===== src/sv/srs_pkg.sv =====
// ----------------------------------------------------------------------------
// srs_pkg - shared types and codes for the selective-repeat sender
// Slot and control types for the chain of window cells, event and
// result codes, and the reset value of the timeout register.
// ----------------------------------------------------------------------------
package srs_pkg;

   localparam int TICK_W = 32;

   // event codes on req_op
   localparam logic [1:0] OP_START = 2'd0;
   localparam logic [1:0] OP_TICK  = 2'd1;
   localparam logic [1:0] OP_ACK   = 2'd2;

   // result codes on rsp_kind
   localparam logic [1:0] KIND_FIRST    = 2'd0;
   localparam logic [1:0] KIND_RESEND   = 2'd1;
   localparam logic [1:0] KIND_COMPLETE = 2'd2;

   localparam logic [23:0] TIMEOUT_RESET = 24'd100000;

   // one window slot: chunk acked, tick at which it was last sent
   typedef struct packed {
      logic              acked;
      logic [TICK_W-1:0] sent_at;
   } srs_slot_type;

   // commands broadcast to every cell of the chain
   typedef struct packed {
      logic shift;    // rotate: each cell takes its upper neighbor
      logic refresh;  // on rotate, restamp the head slot with the current tick
      logic mark;     // set acked in the addressed cell
      logic load;     // open a fresh slot in the addressed cell
   } srs_ctrl_type;

endpackage


===== src/sv/srs_cell.sv =====
// ----------------------------------------------------------------------------
// srs_cell - one window slot
// Holds the acked flag and send tick of one chunk. Takes its neighbor's
// slot on a rotate, or is marked or loaded when the broadcast position
// matches its own place in the chain.
// ----------------------------------------------------------------------------
module srs_cell #(
   parameter int PW,
   parameter int CELL_IDX
) (
   input  logic                   clock,
   input  logic                   reset,
   input  srs_pkg::srs_ctrl_type  ctrl,
   input  logic [PW-1:0]          pos,
   input  logic [srs_pkg::TICK_W-1:0] now,
   input  srs_pkg::srs_slot_type  shift_in,
   output srs_pkg::srs_slot_type  slot
);

   srs_pkg::srs_slot_type slot_ff;
   srs_pkg::srs_slot_type slot_in;
   logic                  here;

   assign here = (pos == PW'(CELL_IDX));
   assign slot = slot_ff;

   always_comb begin
      slot_in = slot_ff;
      if (ctrl.shift) begin
         slot_in = shift_in;
      end else if (ctrl.load && here) begin
         slot_in.acked   = 1'b0;
         slot_in.sent_at = now;
      end else if (ctrl.mark && here) begin
         slot_in.acked = 1'b1;
      end
   end

   // send tick is only read once loaded, so it takes no reset
   always_ff @(posedge clock) begin
      if (reset) begin
         slot_ff.acked <= 1'b0;
      end else begin
         slot_ff.acked <= slot_in.acked;
      end
      slot_ff.sent_at <= slot_in.sent_at;
   end

endmodule


===== src/sv/srs_chain.sv =====
// ----------------------------------------------------------------------------
// srs_chain - ring of window cells
// Cell 0 holds the oldest unacked chunk. A rotate moves every slot one
// place toward the head and feeds the head slot, optionally restamped,
// back in at the tail.
// ----------------------------------------------------------------------------
module srs_chain #(
   parameter int WINDOW,
   parameter int PW
) (
   input  logic                   clock,
   input  logic                   reset,
   input  srs_pkg::srs_ctrl_type  ctrl,
   input  logic [PW-1:0]          pos,
   input  logic [srs_pkg::TICK_W-1:0] now,
   output srs_pkg::srs_slot_type  head
);

   srs_pkg::srs_slot_type cell_q [WINDOW];
   srs_pkg::srs_slot_type tail_feed;

   assign head = cell_q[0];

   always_comb begin
      tail_feed = cell_q[0];
      if (ctrl.refresh) begin
         tail_feed.sent_at = now;
      end
   end

   for (genvar k = 0; k < WINDOW; k++) begin : g_cell
      srs_pkg::srs_slot_type nbr;
      if (k == WINDOW - 1) begin : g_tail
         assign nbr = tail_feed;
      end else begin : g_body
         assign nbr = cell_q[k+1];
      end
      srs_cell #(
         .PW       (PW),
         .CELL_IDX (k)
      ) u_cell (
         .clock    (clock),
         .reset    (reset),
         .ctrl     (ctrl),
         .pos      (pos),
         .now      (now),
         .shift_in (nbr),
         .slot     (cell_q[k])
      );
   end

endmodule


===== src/sv/selective_repeat_sender_unit.sv =====
// ----------------------------------------------------------------------------
// selective_repeat_sender_unit - selective-repeat ARQ sender
// Window of WINDOW chunk slots kept as a ring of cells. Start, tick and
// ack events drive first sends, timed retransmits and completion.
// ----------------------------------------------------------------------------
//   channel | dir | handshake          | payload
//   req     | in  | req_valid/req_stall | op, chunk_count, ack_seq
//   rsp     | out | rsp_valid/rsp_stall | kind, chunk_seq, last
//   csr     | in  | csr_valid/csr_ready | timeout_ticks
//
// One event at a time; req_stall is high while an event is in work.
// Start fills the window, a busy tick rotates the ring, an ack slides and
// refills it; idle ticks and ignored events need no walk. The controller
// visits one cell of the slot chain per cycle (rotate, slide, fill).
// Each walk step waits while the output register is full and stalled.
// Synchronous reset clears control state; slot send ticks are left as they are.
// ----------------------------------------------------------------------------
module selective_repeat_sender_unit #(
   parameter int WINDOW   = 5,
   parameter int SEQ_BITS = 8
) (
   input  logic        clock,
   input  logic        reset,
   input  logic        req_valid,
   output logic        req_stall,
   input  logic [1:0]  req_op,
   input  logic [7:0]  req_chunk_count,
   input  logic [7:0]  req_ack_seq,
   output logic        rsp_valid,
   input  logic        rsp_stall,
   output logic [1:0]  rsp_kind,
   output logic [7:0]  rsp_chunk_seq,
   output logic        rsp_last,
   input  logic        csr_valid,
   output logic        csr_ready,
   input  logic [23:0] csr_timeout_ticks
);

   localparam int PW    = (WINDOW > 1) ? $clog2(WINDOW) : 1;
   localparam int OFF_W = (SEQ_BITS > 8) ? SEQ_BITS : 8;
   localparam logic [OFF_W-1:0] OFF_MASK = OFF_W'((33'd1 << SEQ_BITS) - 33'd1);
   localparam logic [7:0] OUT_MASK = OFF_MASK[7:0];

   typedef enum logic [2:0] {
      S_IDLE,
      S_TICK,
      S_SLIDE,
      S_ADMIT,
      S_FINISH
   } state_type;

   state_type   state_ff, state_in;
   logic        busy_ff, busy_in;
   logic [7:0]  base_ff, base_in;
   logic [7:0]  next_ff, next_in;
   logic [7:0]  total_ff, total_in;
   logic [srs_pkg::TICK_W-1:0] now_ff, now_in;
   logic [23:0] timeout_ff, timeout_in;
   logic [PW-1:0] step_ff, step_in;
   logic        pend_valid_ff, pend_valid_in;
   logic [1:0]  pend_kind_ff, pend_kind_in;
   logic [7:0]  pend_seq_ff, pend_seq_in;
   logic        rsp_valid_ff, rsp_valid_in;
   logic [1:0]  rsp_kind_ff, rsp_kind_in;
   logic [7:0]  rsp_seq_ff, rsp_seq_in;
   logic        rsp_last_ff, rsp_last_in;

   srs_pkg::srs_ctrl_type ctrl;
   srs_pkg::srs_slot_type head;
   logic [PW-1:0] pos;
   logic [7:0]    win_count;
   logic [OFF_W-1:0] ack_off;
   logic          ack_hit;
   logic [srs_pkg::TICK_W-1:0] age;
   logic          tick_hit;
   logic          out_free;
   logic          gen;
   logic [1:0]    gen_kind;
   logic [7:0]    gen_seq;
   logic          fin;

   srs_chain #(
      .WINDOW (WINDOW),
      .PW     (PW)
   ) u_chain (
      .clock (clock),
      .reset (reset),
      .ctrl  (ctrl),
      .pos   (pos),
      .now   (now_ff),
      .head  (head)
   );

   assign win_count = next_ff - base_ff;
   assign ack_off   = (OFF_W'(req_ack_seq) - OFF_W'(base_ff)) & OFF_MASK;
   assign ack_hit   = (ack_off < OFF_W'(win_count));
   assign age       = now_ff - head.sent_at;
   assign tick_hit  = (8'(step_ff) < win_count) && !head.acked &&
                      (age > srs_pkg::TICK_W'(timeout_ff));
   assign out_free  = !rsp_valid_ff || !rsp_stall;

   assign req_stall     = (state_ff != S_IDLE);
   assign csr_ready     = 1'b1;
   assign rsp_valid     = rsp_valid_ff;
   assign rsp_kind      = rsp_kind_ff;
   assign rsp_chunk_seq = rsp_seq_ff;
   assign rsp_last      = rsp_last_ff;

   always_comb begin
      state_in      = state_ff;
      busy_in       = busy_ff;
      base_in       = base_ff;
      next_in       = next_ff;
      total_in      = total_ff;
      now_in        = now_ff;
      timeout_in    = timeout_ff;
      step_in       = step_ff;
      pend_valid_in = pend_valid_ff;
      pend_kind_in  = pend_kind_ff;
      pend_seq_in   = pend_seq_ff;
      rsp_valid_in  = rsp_valid_ff;
      rsp_kind_in   = rsp_kind_ff;
      rsp_seq_in    = rsp_seq_ff;
      rsp_last_in   = rsp_last_ff;
      ctrl          = '0;
      pos           = '0;
      gen           = 1'b0;
      gen_kind      = srs_pkg::KIND_FIRST;
      gen_seq       = '0;
      fin           = 1'b0;

      if (csr_valid && csr_ready) begin
         timeout_in = csr_timeout_ticks;
      end

      case (state_ff)
         S_IDLE: begin
            if (req_valid) begin
               case (req_op)
                  srs_pkg::OP_START: begin
                     if (!busy_ff) begin
                        base_in  = '0;
                        next_in  = '0;
                        total_in = req_chunk_count;
                        if (req_chunk_count == 8'd0) begin
                           gen      = 1'b1;
                           gen_kind = srs_pkg::KIND_COMPLETE;
                           state_in = S_FINISH;
                        end else begin
                           busy_in  = 1'b1;
                           state_in = S_ADMIT;
                        end
                     end
                  end
                  srs_pkg::OP_TICK: begin
                     now_in = now_ff + 1'b1;
                     if (busy_ff) begin
                        step_in  = '0;
                        state_in = S_TICK;
                     end
                  end
                  srs_pkg::OP_ACK: begin
                     if (busy_ff && ack_hit) begin
                        ctrl.mark = 1'b1;
                        pos       = ack_off[PW-1:0];
                        state_in  = S_SLIDE;
                     end
                  end
                  default: begin
                  end
               endcase
            end
         end
         S_TICK: begin
            // rotate the full ring once; the head cell is checked at each rotate step
            if (out_free) begin
               ctrl.shift   = 1'b1;
               ctrl.refresh = tick_hit;
               if (tick_hit) begin
                  gen      = 1'b1;
                  gen_kind = srs_pkg::KIND_RESEND;
                  gen_seq  = base_ff + 8'(step_ff);
               end
               if (step_ff == PW'(WINDOW - 1)) begin
                  state_in = S_FINISH;
               end else begin
                  step_in = step_ff + 1'b1;
               end
            end
         end
         S_SLIDE: begin
            if (out_free) begin
               if (win_count != 8'd0 && head.acked) begin
                  // drop the acked head; its cell comes back as a free tail
                  ctrl.shift = 1'b1;
                  base_in    = base_ff + 1'b1;
               end else if (base_ff >= total_ff) begin
                  busy_in  = 1'b0;
                  gen      = 1'b1;
                  gen_kind = srs_pkg::KIND_COMPLETE;
                  state_in = S_FINISH;
               end else begin
                  state_in = S_ADMIT;
               end
            end
         end
         S_ADMIT: begin
            if (out_free) begin
               if (next_ff < total_ff && win_count < 8'(WINDOW)) begin
                  ctrl.load = 1'b1;
                  pos       = win_count[PW-1:0];
                  gen       = 1'b1;
                  gen_kind  = srs_pkg::KIND_FIRST;
                  gen_seq   = next_ff;
                  next_in   = next_ff + 1'b1;
               end else begin
                  state_in = S_FINISH;
               end
            end
         end
         S_FINISH: begin
            if (out_free) begin
               fin      = 1'b1;
               state_in = S_IDLE;
            end
         end
         default: begin
            state_in = S_IDLE;
         end
      endcase

      if (rsp_valid_ff && !rsp_stall) begin
         rsp_valid_in = 1'b0;
      end
      // hold each result one step so the final one can carry last
      if (gen) begin
         if (pend_valid_ff) begin
            rsp_valid_in = 1'b1;
            rsp_kind_in  = pend_kind_ff;
            rsp_seq_in   = pend_seq_ff;
            rsp_last_in  = 1'b0;
         end
         pend_valid_in = 1'b1;
         pend_kind_in  = gen_kind;
         pend_seq_in   = gen_seq & OUT_MASK;
      end
      if (fin && pend_valid_ff) begin
         rsp_valid_in  = 1'b1;
         rsp_kind_in   = pend_kind_ff;
         rsp_seq_in    = pend_seq_ff;
         rsp_last_in   = 1'b1;
         pend_valid_in = 1'b0;
      end
   end

   always_ff @(posedge clock) begin
      if (reset) begin
         state_ff      <= S_IDLE;
         busy_ff       <= 1'b0;
         base_ff       <= '0;
         next_ff       <= '0;
         total_ff      <= '0;
         now_ff        <= '0;
         timeout_ff    <= srs_pkg::TIMEOUT_RESET;
         step_ff       <= '0;
         pend_valid_ff <= 1'b0;
         rsp_valid_ff  <= 1'b0;
      end else begin
         state_ff      <= state_in;
         busy_ff       <= busy_in;
         base_ff       <= base_in;
         next_ff       <= next_in;
         total_ff      <= total_in;
         now_ff        <= now_in;
         timeout_ff    <= timeout_in;
         step_ff       <= step_in;
         pend_valid_ff <= pend_valid_in;
         pend_kind_ff  <= pend_kind_in;
         pend_seq_ff   <= pend_seq_in;
         rsp_valid_ff  <= rsp_valid_in;
         rsp_kind_ff   <= rsp_kind_in;
         rsp_seq_ff    <= rsp_seq_in;
         rsp_last_ff   <= rsp_last_in;
      end
   end

endmodule


===== config.mk =====
export PLATFORM = sky130hd
export DESIGN_NAME = selective_repeat_sender_unit
export DESIGN_NICKNAME = d
export VERILOG_FILES = /design/src/sv/srs_pkg.sv /design/src/sv/srs_cell.sv /design/src/sv/srs_chain.sv /design/src/sv/selective_repeat_sender_unit.sv
export SDC_FILE = /design/constraint.sdc
export NUM_CORES = 1
export LEC_CHECK = 0
export BUFFER_PORTS_ARGS = -buffer_cell sky130_fd_sc_hd__buf_2
export CORE_ASPECT_RATIO = 1.1
export CORE_UTILIZATION = 40
export CTS_CLUSTER_DIAMETER = 200
export DETAILED_ROUTE_END_ITERATION = 16
export PLACE_DENSITY = 0.58
export SYNTH_ARGS = -nofsm -noshare
export SYNTH_HDL_FRONTEND = slang
export SYNTH_SLANG_ARGS = --single-unit

===== constraint.sdc =====
create_clock -name clock -period 9.44 [get_ports clock]
set_clock_uncertainty 0.15 [all_clocks]
set_input_delay 1.888 -clock clock [delete_from_list [all_inputs] [get_ports clock]]
set_output_delay 1.888 -clock clock [all_outputs]
set_load 0.01 [all_outputs]

Word-level counts from Yosys, hierarchy flattened. Index checks and enable logic that the tools add are counted.

Input port bits: 47. Output and inout port bits: 14. Logic and storage cells: 240. Register bits: 275.

$add $sub $neg: 8. $lt $le $gt $ge: 6. Bitwise gates (word level): 2. Eq/ne operators: 31. Reductions and logical operators: 52. Muxes and demuxes: 116.

Operators by type and width (count): $mux 32 (6); $mux 33 (5); $mux 8 (14); $mux 3 (23); $pmux 8 s2 (3); $mux 1 (46); $add 32x1->32 const B (1); $gt 32x24->1 (1); $sub 32x32->32 (1); $ne 2x2->1 const B (14); $reduce_and 6->1 (4); $mux 2 (11); $reduce_bool 2->1 (10); $reduce_bool 3->1 (6); $logic_and 1x1->1 (17); $add 8x1->8 const B (2); $lt 8x8->1 (2); $sub 8x8->8 (2); $pmux 3 s5 (1); $eq 3x2->1 const B (4); $pmux 3 s2 (2); $reduce_and 12->1 (1); $eq 3x3->1 const B (3); $ne 3x3->1 const B (3); other kinds (25) (33).

Logic depth before layout (Yosys ltp). Gate-level depths: netlist of run 1.

Depth after elaboration: 12. Depth in mapped cells: 24.

Cells and area by module. Synthesis of run 1 repeated with hierarchy kept, for this count alone.

Cell total of the unflattened synthesis: 1479. Area, all modules: 16926.2 µm².

By module, submodules not included: selective_repeat_sender_unit (area an instance 8673.3 µm², seq. area each 2412.3 µm², instances 1, cells each 1072); srs_cell at u_chain.g_cell[1].u_cell ... (area an instance 1570.3 µm², seq. area each 980.9 µm², instances 3, cells each 74); srs_cell at u_chain.g_cell[0].u_cell (area an instance 1567.8 µm², seq. area each 980.9 µm², instances 1, cells each 74); srs_cell at u_chain.g_cell[4].u_cell (area an instance 1430.1 µm², seq. area each 980.9 µm², instances 1, cells each 75); srs_chain (area an instance 544.3 µm², seq. area each 0.0 µm², instances 1, cells each 36).

Worst setup path before layout of run 1. Ideal clock, no wire load.

Kind: input to register. From: input req_ack_seq[0]. To: register u_chain.g_cell[0].u_cell.slot_ff, in the netlist u_chain.g_cell[0].u_cell.slot[0], enable pin. Slack: 3.842 ns. Setup time: 0.389 ns. Arrival: 5.059 ns. Stages: 18. Cell sequence: inv_1 > ha_1 > inv_1 > fa_1 > nand2_1 > nand2_1 > a21oi_1 > o21bai_1 > a21oi_1 > xnor2_1 > ha_1 > o21ai_0 > nand4_1 > o21ai_0 > a21o_1 > a21o_1 > nor3_1 > a21o_1.

Longest elaborated chain between the ends: 10.

Ends and longest elaborated chain: start: declaration (RTL line selective_repeat_sender_unit.sv:28) `input logic [7:0] req_ack_seq,`; $sub 8x8->8 * (RTL line selective_repeat_sender_unit.sv:95) `assign ack_off = (OFF_W'(req_ack_seq) - OFF_W'(base_ff)) & OFF_MASK;`; $lt 8x8->1 (RTL line selective_repeat_sender_unit.sv:96) `assign ack_hit = (ack_off < OFF_W'(win_count));`; $logic_and 1x1->1 (RTL line selective_repeat_sender_unit.sv:163) `if (busy_ff && ack_hit) begin`; $mux 3 * (RTL line selective_repeat_sender_unit.sv:163); $mux 3 * (RTL line selective_repeat_sender_unit.sv:139) `case (req_op)`; $mux 3 * (RTL line selective_repeat_sender_unit.sv:138) `if (req_valid) begin`; $pmux 3 s2 * (RTL line selective_repeat_sender_unit.sv:136) `case (state_ff)`; $logic_not 3->1 * (RTL line srs_cell.sv:24) `assign here = (pos == PW'(CELL_IDX));`; $logic_and 1x1->1 * (RTL line srs_cell.sv:31) `end else if (ctrl.load && here) begin`; $reduce_bool 2->1 (no source line) *; end: declaration (RTL line srs_cell.sv:20) `srs_pkg::srs_slot_type slot_ff;`.

Every way passes the cells marked *; elsewhere a longest branch is shown, timed or not. A chain may end at the register's enable or synchronous reset.

Worst setup path in the final report of run 1.
From: register now_ff[0] (netlist bit). To: register pend_seq_ff[7], enable pin.

Longest elaborated chain between the ends: 7.

Ends and longest elaborated chain: start: declaration (RTL line selective_repeat_sender_unit.sv:57) `logic [srs_pkg::TICK_W-1:0] now_ff, now_in;`; start signal: assignment (RTL line selective_repeat_sender_unit.sv:274) `now_ff <= now_in;`; $sub 32x32->32 (RTL line selective_repeat_sender_unit.sv:97) `assign age = now_ff - head.sent_at;`; $gt 32x24->1 (RTL line selective_repeat_sender_unit.sv:99) `(age > srs_pkg::TICK_W'(timeout_ff));`; $logic_and 1x1->1 (RTL line selective_repeat_sender_unit.sv:98) `assign tick_hit = (8'(step_ff) < win_count) && !head.acked &&`; $mux 1 (RTL line selective_repeat_sender_unit.sv:179) `if (tick_hit) begin`; $mux 1 (RTL line selective_repeat_sender_unit.sv:176) `if (out_free) begin`; $pmux 1 s4 (RTL line selective_repeat_sender_unit.sv:136); $reduce_and 2->1 (no source line); end signal: assignment (RTL line selective_repeat_sender_unit.sv:279) `pend_seq_ff <= pend_seq_in;`; end: declaration (RTL line selective_repeat_sender_unit.sv:62) `logic [7:0] pend_seq_ff, pend_seq_in;`.

Every way passes these cells.

==> results of run 1 <==
## where the power goes
group          total (mW)  switching (mW)  internal (mW)
logic                1.24           0.865          0.374
registers            1.77           0.101           1.67
clock network        1.24           0.499          0.739
total                4.25            1.46           2.78
## registers in the layout, indices dropped and copies added, names as in the netlist
name	count
base_ff	8
busy_ff	1
next_ff	8
now_ff	32
pend_kind_ff	2
pend_seq_ff	8
pend_valid_ff	1
rsp_chunk_seq	8
rsp_kind	2
rsp_last	1
rsp_valid	1
state_ff	3
step_ff	3
timeout_ff	24
total_ff	8
u_chain.g_cell.u_cell.slot	165
## cell usage in the layout, fill, tap and decap left out, types with 5 or more instances in the layout
cell / netlist / layout
a21o_1: 30 / 29
buf_4: 1 / 11
a21oi_1: 80 / 79
clkbuf_1: 53 / 6
inv_1: 103 / 103
a2111oi_0: 7 / 7
o211ai_1: 52 / 52
and4_1: 5 / 5
clkbuf_16: 0 / 31
dfxtp_1: 94 / 94
a211oi_1: 8 / 8
a22oi_1: 5 / 5
or2_2: 6 / 6
o311ai_2: 5 / 5
nand2_1: 393 / 393
edfxtp_1: 181 / 181
nand4_1: 27 / 27
mux2i_1: 21 / 21
o311ai_1: 26 / 26
xnor2_1: 53 / 53
and2_1: 6 / 6
nor3_1: 18 / 18
o21bai_1: 8 / 8
ha_1: 104 / 104
nor2_1: 112 / 112
or3_1: 12 / 12
nand2b_1: 13 / 13
nor2b_1: 9 / 9
a31oi_1: 9 / 9
buf_2: 11 / 59
nor4_1: 6 / 6
nand3_1: 28 / 28
and3_1: 9 / 9
xor2_1: 29 / 29
o21ai_0: 37 / 37
## final cells by class
| cell class | instances | area, µm² | share of cell area (%) |
|---|---|---|---|
| inverter | 104 | 393 | 2.26 |
| sequential | 275 | 7320 | 42.1 |
| tap | 500 | 626 | 3.60 |
| timing repair buffer | 70 | 378 | 2.18 |
| clock inverter | 16 | 210 | 1.21 |
| clock buffer | 40 | 840 | 4.83 |
| multi-input combinational | 1200 | 7600 | 43.8 |
## per-layer routing
metal  vias to the layer above  GRT usage, %
met5                         -             0
met4                         0          7.31
met3                        87          2.45
met2                       232          35.9
met1                      5769          25.5
li1                       5957             -
## stage by stage
stage / utilization (%) / worst slack [ps]
after global routing: 45.4 / 2900
after CTS: 45.4 / 3250
after detailed placement: 42.6 / 2990
after floorplan: - / 3840
final: 45.4 / 3210
after global placement: 42.6 / 3070
## final timing paths
check / start / to
worst max-delay path: now_ff[0] / pend_seq_ff[7]
worst min-delay path: pend_seq_ff[5] / rsp_chunk_seq[5]
worst max register to register: now_ff[0] / pend_seq_ff[7]
worst min register to register: pend_seq_ff[5] / rsp_chunk_seq[5]
## logic make-up (layout without fill, tap and decap cells)
family	Yosys count	in the layout
AND/OR/NAND/NOR	653	653
AO/OA/AOI/OAI	332	332
flip-flops	275	275
buffers and inverters	176	230
adder cells (fa/ha/maj)	108	108
XOR/XNOR	82	82
multiplexers	24	24
other	1	1
==> results.cfg, run 1 <==
[critical_path]
required_ps = 9540
crit_type = reg2reg
cpPeakStageDelay_ps = 520
endpoint_kind = register
path_max_fanout = 36
reg2reg_depth = 22
critical_path_cell_count = 22
path_buf_inv = 4
crit_chain = inv_1 -> ha_1 -> inv_1 -> fa_1 -> a21o_1 -> a221oi_4 -> o22ai_2 -> a31oi_4 -> o21bai_1 -> xor2_1 -> ha_1 -> a21oi_1 -> nand2_1 -> a21o_1 -> a2bb2oi_1 -> a2111oi_0 -> mux2_4 -> o2111ai_4 -> buf_4 -> o21ai_4 -> inv_4 -> o31a_1
crit_arrival_ps = 6340
r2r_setup_slack_ps = 3210
cpLargestDelayFamily = compound AO/OA/AOI/OAI gates
crit_path_start_kind = register
cpMaxStageDelayCell = o31a_1

[cts]
path_clk_slew_ps = 60
cts_tree = done
clk_path_buf_depth = 3
clkLatencyLatePin_ps = 560
cts_sinks = 275
postCtsSetupBuffers = 0
ctsHoldBuffers = 0
ctsHtreeMaxLevel = 1
cts_resized = 0
cts_made_buffers = 31
cts-root-buf = clkbuf_16

[synthesis]
ys_warn_count = 0
ys_top_cells_by_count = 393 x nand2_1, 181 x edfxtp_1, 112 x nor2_1
ys.flop_type = edfxtp_1
netlist-cell-type-count = 83
postSynthCellCount = 1651
synthTopCellsByArea = edfxtp_1 35%, dfxtp_1 12%, nand2_1 9.5%
synthSimpleGateAreaFrac_pct = 18.0
ys_ff_latch = 275
syn-cell-area_um2 = 15600
synth_mux_area_share_pct = 1.59
syn_nets = 1806
synth-compound-area-share_pct = 15.5
synth_most_common_cell = nand2_1
synthXorXnorAreaFrac_pct = 4.60
synth_fa_ha_area_share_pct = 8.85
postSynth.asyncResetShare_pct = 0
syn_avg_cell_area_um2 = 9.45
synth.largest_area_cell = edfxtp_1
synth_top_area_share_pct = 34.8
synth_edf_count = 181
synth-seq-area-share_pct = 46.9
synth_top_family_by_area = simple AND/OR/NAND/NOR gates

[floorplanning]
floorplan.die_area_um2 = 39800
ios = 61
core-area_um2 = 38300
num_rows = 75
start_util_pct = 40.8
die_h_um = 209
die_x_um = 190

[routing]
drt-initial-drc-count = 728
drc_errors = 0
wirelength_um = 40300
vias_per_cell = 5.46
ant_nets = 0
wl_met1_um = 17800
routedWlPerCell_um = 18.3
wl_met3_um = 1400
dr.max_layer_used = met4
first_pass_iters = 5
num_vias = 12045
dr_wl_met2_um = 19800

[global_routing]
antenna_found_initial = 1
grt_max_degree = 87
gr-total-overflow = 0
grt_pass1_vias = 12106
grt_pass1_wl_um = 64700
track_usage_pct = 20.4

[placed_design]
finalWeightedCongestion = 0.847
dp.cells = 2149
port_buffers = 59
placed_area_um2 = 16300
post-dp-hpwl_um = 28000

[pwr]
power_leakage_nw = 7.26
power.density_nw_per_um2 = 245
finalPower_mw = 4.25
ir_drop_v = 0.000155

[sta]
fmax_ghz = 0.160
final-max-slew-violation-count = 0
rsz0062_at_grt = no
relSlewSlack_pct = 26.6
setup_violations = 0
worst_pin_slew_ps = 1100
hold_viol = 0
finalCritPeriodShare_pct = 66.0
tns_ps = 0
whs_ps = 265
fin_crit_ps = 6230

[outcome]
run_status = completed

[layout]
drive_gt1_share_pct = 9.03
design_area_um2 = 17400
area_delta_synth_final_pct = 11.3
num-nets-final = 1837
diodes = 0
stdcell_count = 2205
fillCellCount = 3728

[job]
drv_cap = 0

[hold_path]
min_path_cells = 0
worstHoldPathType = reg2reg
Power figures use the tool's default switching activity.
==> run 2, diff against run 1 <==
clock period = 6.44 ns   (was 9.44 ns; I/O delays follow)
==> run 2 against run 1 <==
  * Count of clock-buffer cells in the layout down 1
  * Total power up 49%
  * Worst hold slack better by 6.4 ps
==> results.cfg, run 2 (same netlist as run 1, synthesis figures left out) <==
[pwr]
power.net_switching_mw = 2.15
finalPower_mw = 6.31
power_leakage_nw = 7.32
ir_drop_v = 0.000257
power.internal_mw = 4.16
power_frac_seq_pct = 41.0
combPwrFrac_pct = 29.3
power.density_nw_per_um2 = 361
clock_power_share_pct = 29.7
p_sw_share_pct = 34.1

[critical_path]
crit_arrival_ps = 5960
crit_path_start_kind = register
crit_chain = inv_1 -> ha_1 -> inv_1 -> fa_1 -> a21o_1 -> a221oi_4 -> o22ai_2 -> a31oi_4 -> xnor2_1 -> ha_1 -> nand4_1 -> nor4_1 -> a2bb2oi_1 -> a2111oi_0 -> mux2_4 -> o2111ai_4 -> o21ai_4 -> inv_4 -> o31a_1
required_ps = 6560
endpoint_kind = register
reg2reg_from = now_ff[0]
worstSetupStartpoint = now_ff[0]
crit_type = reg2reg
timing.rr.end = pend_seq_ff[7]
crit_end = pend_seq_ff[7]
cpMaxStageDelayCell = o31a_1
path_max_fanout = 36
cpPeakStageDelay_ps = 520
r2r_setup_slack_ps = 600
reg2reg_depth = 19

[global_routing]
track_usage_pct = 20.6
gr-total-overflow = 0
grt_max_degree = 87
antenna_found_initial = 0
grt_pass1_wl_um = 65100
grt_pass1_vias = 12109

[floorplanning]
start_util_pct = 40.8
core-area_um2 = 38300
num_rows = 75
die_x_um = 190
ios = 61
die_h_um = 209
floorplan.die_area_um2 = 39800

[layout]
layout_commonest_cell = nand2_1
fillCellCount = 3670
area_delta_synth_final_pct = 12.0
stdcell_count = 2213
diodes = 0
drive_gt1_share_pct = 9.46
largest_reg_flops = 165
num-nets-final = 1844
layout_common_cells = 393 x nand2_1, 181 x edfxtp_1, 112 x nor2_1

[routing]
drt-initial-drc-count = 756
first_pass_iters = 6
wirelength_um = 40600
ant_nets = 0
vias_per_cell = 5.46
routedWlPerCell_um = 18.4
drc_errors = 0
num_vias = 12086

[cts]
cts_sinks = 275
clkLatencyLatePin_ps = 570
path_clk_slew_ps = 60
clk_path_buf_depth = 3
cts_resized = 0
cts-root-buf = clkbuf_16
postCtsSetupBuffers = 0
cts_tree = done
ctsHoldBuffers = 0
cts_made_buffers = 30
ctsHtreeMaxLevel = 1

[sta]
whs_ps = 272
finalCritPeriodShare_pct = 90.7
tns_ps = 0
worst_pin_slew_ps = 1090
fin_crit_ps = 5840
rsz0062_at_grt = no
fmax_ghz = 0.171
final-max-slew-violation-count = 0
setup_violations = 0
hold_viol = 0
relSlewSlack_pct = 26.7

[placed_design]
dp.cells = 2157
port_buffers = 59
post-dp-hpwl_um = 28600
finalWeightedCongestion = 0.899

[hold_path]
worstHoldPathType = reg2reg
min_path_cells = 0

[outcome]
run_status = completed

[job]
drv_cap = 0
[run 2: changes by cell type in the layout (fill, tap and decap cells not counted), sizes merged]
cell,change
buf,+8
bufinv,+2
inv,-1
clkbuf,-1
[run 2: area by class of cell]
type	count	area (µm²)	share of cell area, %
clock buffers	39	836	4.78
multi-input cells	1200	7600	43.5
well taps	500	626	3.58
flip-flops and latches	275	7320	41.9
repair buffers	78	450	2.58
inverters	104	393	2.25
clock inverters	17	245	1.40
[run 2: critical path: cells and delay by family (launching register included)]
family	cells	cell delay (ps)
buffers and inverters	3	440
DFF	1	340
adders and majority gates	3	880
AOI/OAI and AO/OA	9	2710
and+or+nand+nor	2	640
muxes	1	260
xor gates and xnor gates	1	100
[run 2: worst min path at each step]
stage,startpoint,end
after floorplan,pend_seq_ff[0],rsp_chunk_seq[0]
after global placement,pend_seq_ff[2],rsp_chunk_seq[2]
after detailed placement,pend_seq_ff[5],rsp_chunk_seq[5]
after CTS,pend_seq_ff[5],rsp_chunk_seq[5]
after global routing,pend_seq_ff[2],rsp_chunk_seq[2]
final,pend_seq_ff[5],rsp_chunk_seq[5]
[run 2: layer usage]
metal | wire, µm | track usage [%] | part of all wire (%) | vias to the layer above
met5 | 0 | 0 | 0 | -
met4 | 1010 | 6.48 | 2.5 | 0
met3 | 1340 | 2.00 | 3.3 | 63
met2 | 20700 | 36.8 | 51 | 261
met1 | 17600 | 25.8 | 43 | 5797
li1 | - | - | - | 5965
[run 2: power by group through the flow]
| stage | registers (mW) | clock network [mW] | logic [mW] |
|---|---|---|---|
| 5_1_grt | 2.63 | 1.98 | 2.06 |
| 3_5_place_dp | 2.63 | 0 | 1.85 |
| 6_report | 2.59 | 1.88 | 1.85 |
| 2_1_floorplan | 2.57 | 0 | 1.31 |
| 4_1_cts | 2.59 | 1.91 | 1.86 |
| 3_3_place_gp | 2.62 | 0 | 1.82 |
[run 2: per-stage QoR]
stage | instance area, µm² | utilization [%] | worst slack [ps]
3_5_place_dp | 16400 | 42.8 | 631
4_1_cts | 17500 | 45.6 | 595
6_report | 17500 | 45.6 | 599
3_3_place_gp | 16400 | 42.8 | 909
5_1_grt | 17500 | 45.6 | 111
2_1_floorplan | 15600 | - | 1410
